**src/rtl/disk_mask_nonmax_suppressor_assert.svh**
```systemverilog
// assertion macros for the suppressor
`ifndef DISK_MASK_NONMAX_SUPPRESSOR_ASSERT_SVH
`define DISK_MASK_NONMAX_SUPPRESSOR_ASSERT_SVH

`define DMNS_ASSERT_IMP(label, clk, rst_n, a, b) \
    label: assert property (@(posedge clk) disable iff (!rst_n) (a) |-> (b)) \
        else $error("assertion failed");

`define DMNS_ASSERT_NXT(label, clk, rst_n, a, b) \
    label: assert property (@(posedge clk) disable iff (!rst_n) (a) |=> (b)) \
        else $error("assertion failed");

`endif

```
**src/rtl/dmns_ram.sv**
```systemverilog
`default_nettype none
module dmns_ram #(
    parameter int WIDTH = 8,
    parameter int DEPTH = 16
) (
    input  wire logic                     clk,
    input  wire logic                     we,
    input  wire logic [$clog2(DEPTH)-1:0] waddr,
    input  wire logic [WIDTH-1:0]         wdata,
    input  wire logic [$clog2(DEPTH)-1:0] raddr,
    output logic      [WIDTH-1:0]         rdata
);
    logic [WIDTH-1:0] mem [DEPTH];

    always_ff @(posedge clk)
    begin
        if (we)
        begin
            mem[waddr] <= wdata;
        end
        rdata <= mem[raddr];
    end
endmodule
`default_nettype wire

```
**config.mk**
```make
export PLATFORM = sky130hd
export DESIGN_NAME = dmns_ram
export DESIGN_NICKNAME = d
export VERILOG_FILES = /design/src/rtl/disk_mask_nonmax_suppressor_assert.svh /design/src/rtl/dmns_ram.sv
export SDC_FILE = /design/constraint.sdc
export NUM_CORES = 1
export LEC_CHECK = 0
export BUFFER_PORTS_ARGS = -buffer_cell sky130_fd_sc_hd__buf_4
export CAP_MARGIN = 20
export CORE_MARGIN = 2
export CORE_UTILIZATION = 50
export DETAILED_ROUTE_END_ITERATION = 7
export PLACE_DENSITY = 0.73
export RECOVER_POWER = 100
export SYNTH_ARGS = -nofsm -noshare
export SYNTH_HDL_FRONTEND = slang
export SYNTH_SLANG_ARGS = --single-unit
```
**constraint.sdc**
```tcl
create_clock -name clk -period 1.7 [get_ports clk]
set_clock_uncertainty 0.1 [all_clocks]
set_input_delay 0.085 -clock clk [delete_from_list [all_inputs] [get_ports clk]]
set_output_delay 0.085 -clock clk [all_outputs]
set_load 0.005 [all_outputs]
```
==> metrics.md <==
| Metric | Value |
|---|---|
| DIE WIDTH | `105.5 um` |
| Min Tclk post-route | `1617 ps` |
| Slowest CP cell | `dlygate4sd3_1` |
| Yosys cell types | `19` |
| Register Area | `about 4000 um^2` |
| Type of the worst min-delay path | `in -> reg` |
| Slew of the pin with the lowest slew margin | `roughly 700 ps` |
| Max-Cap Viols | `0` |
| Clock Root Buffer | `clkbuf_8` |
| Worst path required time | `roughly 1700 ps` |
| Worst Reg-to-Reg Cells | `3` |
| Hold Path Stages | `4` |
| Top post-synthesis cells by area | `edfxtp_1 (75%), mux4_2 (7.9%), mux4_1 (7.1%)` |
| Mapped Cells | `about 230` |
| Die area | `roughly 11,000 um^2` |
| Startpoint Class | `primary input` |
| Seq cells post-synth | `between 100 and 150` |
| Initial Utilization | `0.5077` |
| Adder-Cell Fraction of Synth Area | `0` |
| Filler cells | `slightly below 700` |
| Peak supply drop | `0.0006400 V` |
| Largest area contributor in the netlist | `edfxtp_1` |
| Crit path depth | `5` |
| First-pass GRT wire length | `15,200 um` |
| Worst r2r src | `mem[9][1]` |
| CP max stage delay | `around 530 ps` |
| CTS resizes | `0` |
| Setup violations, final | `0` |
| Number of buffers added on ports | `25` |
| Synth-to-Final Area Change | `21.49%` |
| CTS max path bufs | `2` |
| RSZ-0062 raised after global routing | `no` |
| Placed insts | `between 400 and 500` |
| # IOs | `26` |
| Multi-input gate area | `about 1100 um^2` |
| Main combinational cell family by area after synthesis | `multiplexers` |
| Seq/Total Area, Yosys | `0.7778` |
| Core area | `about 10,000 um^2` |
| CP Launch Point | `waddr[1]` |
| Mean cell area of the mapped netlist | `22.48 um^2` |
| Xor/xnor share of the synthesized area | `0` |
| Final hold viol count | `0` |
| Gr usage total | `0.1941` |
| Worst skew pair latency | `510 ps` |
| CTS H-tree depth | `4` |
| Cells along the critical path | `dlygate4sd3_1, buf_4, nand2b_1, nor2_1, clkbuf_1` |
| Critical path class | `in -> reg` |
| Status | `completed` |
| Slew HR | `0.5357` |
| Syn nets | `between 200 and 250` |
| Post-Route Setup TNS | `0 ps` |
| Cell family with most CP delay | `buffers and inverters` |
| Nets@finish | `roughly 320` |
| Number of synthesis warnings | `0` |
| Final cell count without fillers | `between 400 and 500` |
| Post-synthesis mux area share | `0.1502` |
| Cell row count | `37` |
| Worst-path clk slew | `approximately 60 ps` |
| Num CTS Buffers | `17` |
| Buffer and inverter count on the worst path | `3` |
| Max-slew violations | `0` |
| Final period utilization | `0.9510` |
| CP Data Arrival Time | `roughly 1700 ps` |
| Grt ovf | `0` |
| Setup crit end kind | `flop` |
| N_diodes | `0` |
| Share of cells above drive strength 1 | `0.2396` |
| Simple-Gate Fraction of Synth Area | `0.03184` |
| Initial antenna violation count | `0` |
| CTS tree | `yes` |
| GR Util met2 | `0.3092` |
| Post-CTS setup buffer count | `0` |
| Placer Congestion | `a little under 0.8` |
| DRT iter0 DRCs | `roughly 270` |
| GRT Max-Usage Layer | `met2` |
| Number of global-route vias before repair | `between 2,000 and 3,000` |
| Achievable Freq | `618.5 MHz` |
| Top cell type's share of synthesized area | `0.7467` |
| Routed wire length per instance | `21.87 um` |
| Leakage | `about 2.1 nW` |
| Routed Antenna Nets | `0` |
| Via count | `between 2,000 and 3,000` |
| Hold Path Origin | `raddr[0]` |
| Dpl hpwl | `around 6400 um` |
| PwrDens | `around 1200 nW/um^2` |
| Sink Count | `roughly 140` |
| Vias per Instance | `roughly 5.7` |
| Compound-Gate Fraction of Synth Area | `0.02333` |
| Pre-Repair DR Iteration Count | `5` |
| Critical Path Fanout Max | `8` |
| Total Wirelength | `just under 10,000 um` |
| Mapped Area | `slightly above 5000 um^2` |
| GR Util met3 | `0.05628` |
| Die Span Y | `~110 um` |
| Met1 Use GR | `0.2583` |
| Largest net degree at the start of global routing | `17` |
| Cts hold-fix bufs | `11` |
| # DRC | `0` |
cells in the final DEF (no fill, tap or decap), types with 2 or more instances in the layout:
master and n:
a22oi_1 16, buf_12 3, buf_4 14, bufinv_16 3
clkbuf_1 26, clkbuf_16 16, clkbuf_4 8, clkinv_2 3
clkinv_4 2, clkinvlp_4 3, dfxtp_1 8, dlygate4sd3_1 11
edfxtp_1 128, inv_6 3, mux4_1 14, mux4_2 18
nand2_1 9, nand2b_1 2, nand3b_1 2, nor2_1 13
nor3_1 4
area by class of cell:
cell class / count / area share
sequential: 136 / 0.6403
tap: 136 / 0.02721
clock buffer: 17 / 0.06623
timing repair buffer: 62 / 0.06923
multi-input combinational: 83 / 0.1691
clock inverter: 15 / 0.02801
worst min-delay path, cell delays in order:
cell     delay (ps)
buf_4           150
mux4_2          240
a22oi_1          80
nand2_1          60
path summary, 6_finish.rpt:
| kind | end | slack [ps] |
|---|---|---|
| worst min-delay path | rdata[0] | 50 |
| worst max register to register | rdata[1] | 200 |
| worst min register to register | rdata[2] | 570 |
| worst max-delay path | mem[9][6] | 80 |
sequential cells by signal, indices dropped and copies added (netlist names):
signal	cells
rdata	8
mem	128
metrics by stage:
stage	util	cell area (um^2)	worst slack (ps)	total power, W	hold slack [ps]
final	0.6168	6254	83.29	0.007738	45.78
after global placement	0.5574	5652	121.0	0.004208	286.4
after global routing	0.6168	6254	62.18	0.007972	41.02
after CTS	0.6264	6351	113.2	0.007811	21.71
after detailed placement	0.5574	5652	116.1	0.004224	290.8
after floorplan	-	5147	22.13	0.004026	83.87
power by group:
group	leakage [nW]	switching, W	internal (W)
sequential	1.22	0.0000257	0.00375
combinational	0.583	0.000199	0.000182
clock	0.282	0.00135	0.00223
total	2.09	0.00157	0.00617
logic make-up after synthesis:
group,count (synthesis)
flops,136
simple gates,35
buf+inv,10
compound gates,16
mux,32
cells in the mapped netlist (all sizes together):
cell / instances
dfxtp: 8
buf: 7
nor3: 4
and2: 1
nor2: 13
or3b: 1
nand3: 1
nor2b: 1
mux4: 32
nand2b: 2
clkdlybuf4s25: 3
edfxtp: 128
nand3b: 2
a22oi: 16
nand2: 9
and2b: 1
metal layers:
| metal | wire [um] | vias to the layer above | share of wire |
|---|---|---|---|
| met2 | 4973 | 119 | 0.51 |
| met4 | 138 | 0 | 0.014 |
| met5 | 0 | - | 0 |
| li1 | - | 1119 | - |
| met3 | 666 | 12 | 0.068 |
| met1 | 4040 | 1322 | 0.41 |
Note: power is estimated with default switching activity, not from simulation.
