### config.mk
export PLATFORM = sky130hd
export DESIGN_NAME = dmns_cell_calc
export DESIGN_NICKNAME = d
export VERILOG_FILES = /design/src/rtl/disk_mask_nonmax_suppressor_assert.svh /design/src/rtl/dmns_pkg.sv /design/src/rtl/dmns_cell_calc.sv
export SDC_FILE = /design/constraint.sdc
export NUM_CORES = 1
export LEC_CHECK = 0
export ABC_AREA = 1
export ABC_CLOCK_PERIOD_IN_PS = 10100
export BUFFER_PORTS_ARGS = -buffer_cell sky130_fd_sc_hd__buf_4
export CAP_MARGIN = 30
export CORE_UTILIZATION = 60
export DETAILED_ROUTE_END_ITERATION = 8
export GPL_ROUTABILITY_DRIVEN = 1
export PLACE_DENSITY = 0.9
export SLEW_MARGIN = 40
export SYNTH_ARGS = -nofsm -noshare
export SYNTH_HDL_FRONTEND = slang
export SYNTH_SLANG_ARGS = --single-unit
### constraint.sdc
create_clock -name clk -period 10.1 [get_ports clk]
set_input_delay 2.02 -clock clk [delete_from_list [all_inputs] [get_ports clk]]
set_output_delay 2.02 -clock clk [all_outputs]
set_load 0.01 [all_outputs]
### src/rtl/disk_mask_nonmax_suppressor_assert.svh
// assertion macros for the suppressor
`ifndef DISK_MASK_NONMAX_SUPPRESSOR_ASSERT_SVH
`define DISK_MASK_NONMAX_SUPPRESSOR_ASSERT_SVH

`define DMNS_ASSERT_IMP(label, clk, rst_n, a, b) \
    label: assert property (@(posedge clk) disable iff (!rst_n) (a) |-> (b)) \
        else $error("assertion failed");

`define DMNS_ASSERT_NXT(label, clk, rst_n, a, b) \
    label: assert property (@(posedge clk) disable iff (!rst_n) (a) |=> (b)) \
        else $error("assertion failed");

`endif

### src/rtl/dmns_pkg.sv
`default_nettype none
package dmns_pkg;
    localparam int MASK_W_DEF       = 64;
    localparam int MASK_H_DEF       = 64;
    localparam int SCALE_LEVELS_DEF = 4;
    localparam int MAX_RES_DEF      = 7;

    localparam logic [2:0] REG_INV_CELL   = 3'd0;
    localparam logic [2:0] REG_OFFSET_X   = 3'd1;
    localparam logic [2:0] REG_OFFSET_Y   = 3'd2;
    localparam logic [2:0] REG_RESOLUTION = 3'd3;
    localparam logic [2:0] REG_LOG2_BASE  = 3'd4;

    localparam logic FUNC_TEST  = 1'b0;
    localparam logic FUNC_CLEAR = 1'b1;

    typedef struct packed {
        logic [15:0]        inv_cell;
        logic signed [23:0] offset_x;
        logic signed [23:0] offset_y;
        logic [2:0]         resolution;
        logic signed [7:0]  log2_base;
    } cfg_t;
endpackage
`default_nettype wire

### src/rtl/dmns_cell_calc.sv
`default_nettype none
module dmns_cell_calc
    import dmns_pkg::*;
#(
    parameter int MASK_W       = MASK_W_DEF,
    parameter int MASK_H       = MASK_H_DEF,
    parameter int SCALE_LEVELS = SCALE_LEVELS_DEF,
    localparam int XW = $clog2(MASK_W),
    localparam int YW = $clog2(MASK_H),
    localparam int LW = (SCALE_LEVELS > 1) ? $clog2(SCALE_LEVELS) : 1
) (
    input  wire logic              clk,
    input  wire cfg_t              cfg,
    input  wire logic              start,
    input  wire logic [15:0]       loc_x,
    input  wire logic [15:0]       loc_y,
    input  wire logic signed [7:0] scale_log2,
    output logic [LW-1:0]          level,
    output logic [XW-1:0]          cell_x,
    output logic [YW-1:0]          cell_y,
    output logic                   clamped
);
    // stage 1: products, offset and level; stage 2: shift, resolution add, clamp
    logic signed [41:0] qx_reg, qy_reg;
    logic [LW-1:0]      lvl_reg;
    logic               lclamp_reg;
    logic signed [8:0]  dl;
    logic signed [4:0]  lraw;
    logic [31:0]        px, py;
    logic signed [29:0] cx, cy;
    logic               cxl, cxh, cyl, cyh;

    assign dl   = 9'(scale_log2) - 9'(cfg.log2_base);
    assign lraw = dl[8:4];
    assign px   = loc_x * cfg.inv_cell;
    assign py   = loc_y * cfg.inv_cell;

    always_ff @(posedge clk)
    begin
        if (start)
        begin
            qx_reg <= $signed({10'd0, px}) + 42'(cfg.offset_x) * 42'sd16;
            qy_reg <= $signed({10'd0, py}) + 42'(cfg.offset_y) * 42'sd16;
            if (lraw < 0)
            begin
                lvl_reg    <= '0;
                lclamp_reg <= 1'b1;
            end
            else if (32'(lraw) > SCALE_LEVELS - 1)
            begin
                lvl_reg    <= LW'(SCALE_LEVELS - 1);
                lclamp_reg <= 1'b1;
            end
            else
            begin
                lvl_reg    <= LW'(lraw);
                lclamp_reg <= 1'b0;
            end
        end
    end

    assign cx = 30'((qx_reg >>> 12) >>> lvl_reg) + 30'(cfg.resolution);
    assign cy = 30'((qy_reg >>> 12) >>> lvl_reg) + 30'(cfg.resolution);
    assign cxl = cx < 0;
    assign cxh = cx > 30'(MASK_W - 1);
    assign cyl = cy < 0;
    assign cyh = cy > 30'(MASK_H - 1);

    always_comb
    begin
        level   = lvl_reg;
        cell_x  = cxl ? '0 : (cxh ? XW'(MASK_W - 1) : cx[XW-1:0]);
        cell_y  = cyl ? '0 : (cyh ? YW'(MASK_H - 1) : cy[YW-1:0]);
        clamped = lclamp_reg | cxl | cxh | cyl | cyh;
    end
endmodule
`default_nettype wire

==> results.yml, run 1 <==
finish:
  final_cell_mix: "943 x nand2_1, 852 x inv_1, 390 x fa_1"
  nets: 4259
  instances_no_fill: 4002
  drive_above_1_share_pct: 5.78
  area_growth_pct: 5.07
  final_common_cell: "nand2_1"
route:
  num_vias: 21900
  wirelength_mm: 62.4
  drtIter0Drc: 1987
  ant_nets: 0
  drcViolationCount: 0
  first_pass_iters: 6
  avgViaCountPerCell: 5.47
  wl_per_cell_um: 15.6
yosys:
  synthesis.area_um2: 24700
  synthXorXnorAreaFrac_pct: 4.04
  ys_ff_latch: 47
  synth_mux_area_share_pct: 0.162
  synth_compound_area_share_pct: 6.46
  synth_ff_type: "edfxtp_1"
  synth_adder_area_share_pct: 45.6
  seq_area_frac_synth_pct: 5.71
  yosys.area_share.simple_pct: 22.7
  ys_top_cells_by_area: "fa_1 32%, nand2_1 14%, ha_1 14%"
  synthArstFlopShare_pct: 0
  synth_top_area_share_pct: 31.6
  ys_warn_count: 0
  synth_nets: 4246
  synth_top_family_by_area: "adder cells"
  synth_edf_count: 47
  synth_largest_area_cell: "fa_1"
  synthCells: 3462
  avgSynthCellArea_um2: 7.14
  ys_types: 45
setup_path:
  cp.arrival_ps: 9030
  critPathRequiredTime_ps: 10140
  crit_path_max_fanout: 32
  cpPeakStageDelay_ps: 590
  criticalPathCategory: "in2reg"
  crit_slowest_cell: "fa_1"
  cp_common_cell: "nand2_1"
  startpoint_type: "input pin"
  startpoint: "cfg[61]"
  worstSetupEndpoint: "qy_reg[31]"
  endpoint_kind: "flop"
timing:
  fin_ws_ps: 1120
  period_needed_ps: 8980
  fin_tns_setup_ps: 0
  hold_viol: 0
  setup_viol_count_final: 0
  finalCritPeriodShare_pct: 89.0
  maxSlewHeadroom_pct: 52.0
  rsz0062_at_grt: "false"
  slew_violations: 0
  clock.fmax_mhz: 111
  tightest_slew_ps: 718
clocking:
  cts_buffers: 5
  cts.sink_count: 47
  clockBufferDepth: 2
  htreeDepth: 2
  post-cts-setup-buffers: 0
  cts_resized: 0
  cts_hold_buf: 0
  clk_pin_slew_ps: 60
  root_buffer: "clkbuf_16"
  cts_tree: "done"
flow_run:
  cap_violations: 0
worst_hold_path:
  hold_class: "in2reg"
  hold_depth: 2
outcome:
  outcome: "finished clean"
global_route:
  grt_pass1_wl_mm: 104
  grt_pass1_vias: 22100
  grt_max_degree: 54
  grt_usage_pct: 30.6
  antenna_found_initial: 1
  grt.overflow.total: 0
die:
  die_w_um: 205
  io_pins: 132
  die-area_um2: 42000
  start_util_pct: 61.5
  row_count: 73
  fp.dieH_um: 205
  core_um2: 40200
placed_design:
  dp_hpwl_mm: 50.3
  dp_slack_ps: 884
  portBuffers: 131
  dp_cells: 3993
  gp_congestion: 0.978
## cell usage after synthesis (all sizes together) (14+ instances only)
| cell type | count |
|---|---|
| edfxtp | 47 |
| buf | 20 |
| fa | 390 |
| inv | 855 |
| nand4 | 14 |
| clkbuf | 108 |
| a21oi | 144 |
| o21ai | 74 |
| xnor2 | 40 |
| nand3 | 161 |
| nor2 | 192 |
| xor2 | 74 |
| ha | 277 |
| nand2 | 964 |
| a31oi | 25 |
| nor3 | 20 |
## layer usage
layer | GRT usage (%) | vias up | routed length [um]
li1 | - | 10400 | -
met1 | 40.6 | 10200 | 25100
met2 | 50.4 | 1072 | 28600
met3 | 4.87 | 195 | 6330
met4 | 11.1 | 0 | 2330
met5 | 0 | - | 0
## worst min path at each step
stage	start	endpoint	slack, ps
floorplan	start	lclamp_reg	2130
global placement	cfg[58]	qx_reg[33]	2420
detailed placement	cfg[34]	qy_reg[33]	2420
CTS	cfg[58]	qx_reg[32]	2110
global route	cfg[34]	qy_reg[33]	2130
finish	cfg[34]	qy_reg[33]	2120
## critical path, delay by kind of cell
| family | cells | cell delay (ps) |
|---|---|---|
| XOR/XNOR | 2 | 260 |
| adder cells (fa/ha/maj) | 8 | 3840 |
| AO/OA/AOI/OAI | 5 | 950 |
| AND/OR/NAND/NOR | 12 | 1320 |
| buffers and inverters | 5 | 610 |
## stage by stage
step	utilization, %	cell area [um2]	hold WS [ps]
finish	64.6	26000	2120
CTS	64.6	26000	2110
floorplan	-	24700	2130
detailed placement	64.2	25800	2420
global route	64.6	26000	2130
global placement	64.2	25800	2420
## logic make-up after synthesis
kind of cell / after synthesis
AOI/OAI and AO/OA: 288
xor gates and xnor gates: 114
adders and majority gates: 667
buffers and inverters: 984
DFF: 47
muxes: 4
and+or+nand+nor: 1358
## layout make-up
| class | instances | area (um2) |
|---|---|---|
| diodes | 1 | 2.50 |
| clock buffers | 5 | 125 |
| clock inverters | 3 | 22.5 |
| fillers | 3391 | 14200 |
| inverters | 856 | 3210 |
| multi-input cells | 2431 | 19500 |
| flip-flops and latches | 47 | 1410 |
| well taps | 525 | 657 |
| repair buffers | 134 | 1010 |
Power of run 1 is left out: the tool's default activity adds up to more than one toggle a clock period on the data nets, which glitch-free logic cannot reach.
==> run 2: changes to the inputs <==
--- a/config.mk
+++ b/config.mk
@@ -9,6 +9,7 @@
 export ABC_CLOCK_PERIOD_IN_PS = 10100
 export BUFFER_PORTS_ARGS = -buffer_cell sky130_fd_sc_hd__buf_4
 export CAP_MARGIN = 30
+export CORE_ASPECT_RATIO = 1.5
 export CORE_UTILIZATION = 60
 export DETAILED_ROUTE_END_ITERATION = 8
 export GPL_ROUTABILITY_DRIVEN = 1
==> run 2 against run 1 <==
  * Setup slack better by 75 ps
  * Via count is 0.52% higher
  * Worst hold slack got worse by 4.9 ps
  * Sequential cell count is the same
  * Utilization fell by 0.47 points
  * Critical path type unchanged
  * Critical endpoint unchanged
  * Largest cell class unchanged
==> results.yml, run 2 (synthesized netlist as in run 1, its figures left out) <==
finish:
  nFillCells: 3337
  drive_above_1_share_pct: 5.73
  antennaDiodeCount: 0
  nets: 4258
  final_common_cell: "nand2_1"
  area_growth_pct: 4.92
  final_cell_mix: "943 x nand2_1, 852 x inv_1, 390 x fa_1"
worst_hold_path:
  hold_class: "in2reg"
setup_path:
  crit_slowest_cell: "fa_1"
  cpPeakStageDelay_ps: 590
  startpoint_type: "input pin"
  endpoint_kind: "flop"
  cp_common_cell: "nand2_1"
  criticalPathCategory: "in2reg"
  crit_path_max_fanout: 32
  path_buf_inv: 4
  critPathRequiredTime_ps: 10150
  cp.arrival_ps: 8960
  cpLargestDelayFamily: "adder cells"
timing:
  maxSlewHeadroom_pct: 47.7
  finalCritPeriodShare_pct: 88.2
  tightest_slew_ps: 782
  slew_violations: 0
  hold_viol: 0
  period_needed_ps: 8910
  setup_viol_count_final: 0
  fin_tns_setup_ps: 0
  clock.fmax_mhz: 112
  rsz0062_at_grt: "false"
route:
  num_vias: 22000
  avgViaCountPerCell: 5.52
  wirelength_mm: 62.9
  first_pass_iters: 5
  ant_nets: 0
  wl_per_cell_um: 15.8
  drtIter0Drc: 1520
  drcViolationCount: 0
clocking:
  htreeDepth: 2
  clockBufferDepth: 2
  root_buffer: "clkbuf_16"
  cts_tree: "done"
  cts_resized: 0
  cts.sink_count: 47
  cts_buffers: 5
  clk_pin_slew_ps: 60
  cts_hold_buf: 0
  post-cts-setup-buffers: 0
placed_design:
  gp_congestion: 0.965
  dp_hpwl_mm: 51.4
  portBuffers: 131
global_route:
  grt.overflow.total: 0
  grt_pass1_wl_mm: 104
  grt_pass1_vias: 23100
  grt_usage_pct: 30.7
  grt_max_degree: 54
  antenna_found_initial: 0
die:
  die_w_um: 168
  core_um2: 40400
  row_count: 90
  start_util_pct: 61.1
  die-area_um2: 42000
  fp.dieH_um: 251
  io_pins: 132
outcome:
  outcome: "finished clean"
flow_run:
  cap_violations: 0
## run 2: metal layers
metal  up-vias  share of wire, %  global-route usage, %
li1      10400                 -                      -
met1     10300                36                   33.7
met2       984                50                   56.4
met3       310               7.3                   4.17
met4         0               6.4                   17.3
met5         -                 0                      0
## run 2: cell type report
type                       count  area, um2  area share (%)
inverter                     856       3210            12.4
multi-input combinational   2431      19500            75.3
tap                          506        633            2.44
timing repair buffer         133        998            3.85
clock inverter                 3       20.0          0.0772
clock buffer                   5        125           0.483
sequential                    47       1410            5.44
## run 2: worst paths after layout
path	start	to	slack [ps]	cells past startpoint
setup / recovery	cfg[61]	qy_reg[31]	1190	33
hold / removal	cfg[58]	qx_reg[32]	2120	2
## run 2: through the flow
step | instances | hold WS (ps) | utilization, % | area (um2) | setup WS (ps)
after floorplan | 3462 | 2130 | - | 24700 | 1300
after global placement | 3973 | 2420 | 63.8 | 25800 | 1080
final | 3981 | 2120 | 64.1 | 25900 | 1190
after CTS | 3981 | 2110 | 64.1 | 25900 | 1220
after detailed placement | 3973 | 2430 | 63.8 | 25800 | 907
after global routing | 3981 | 2130 | 64.1 | 25900 | 656
Power of run 2 is left out for the same reason.
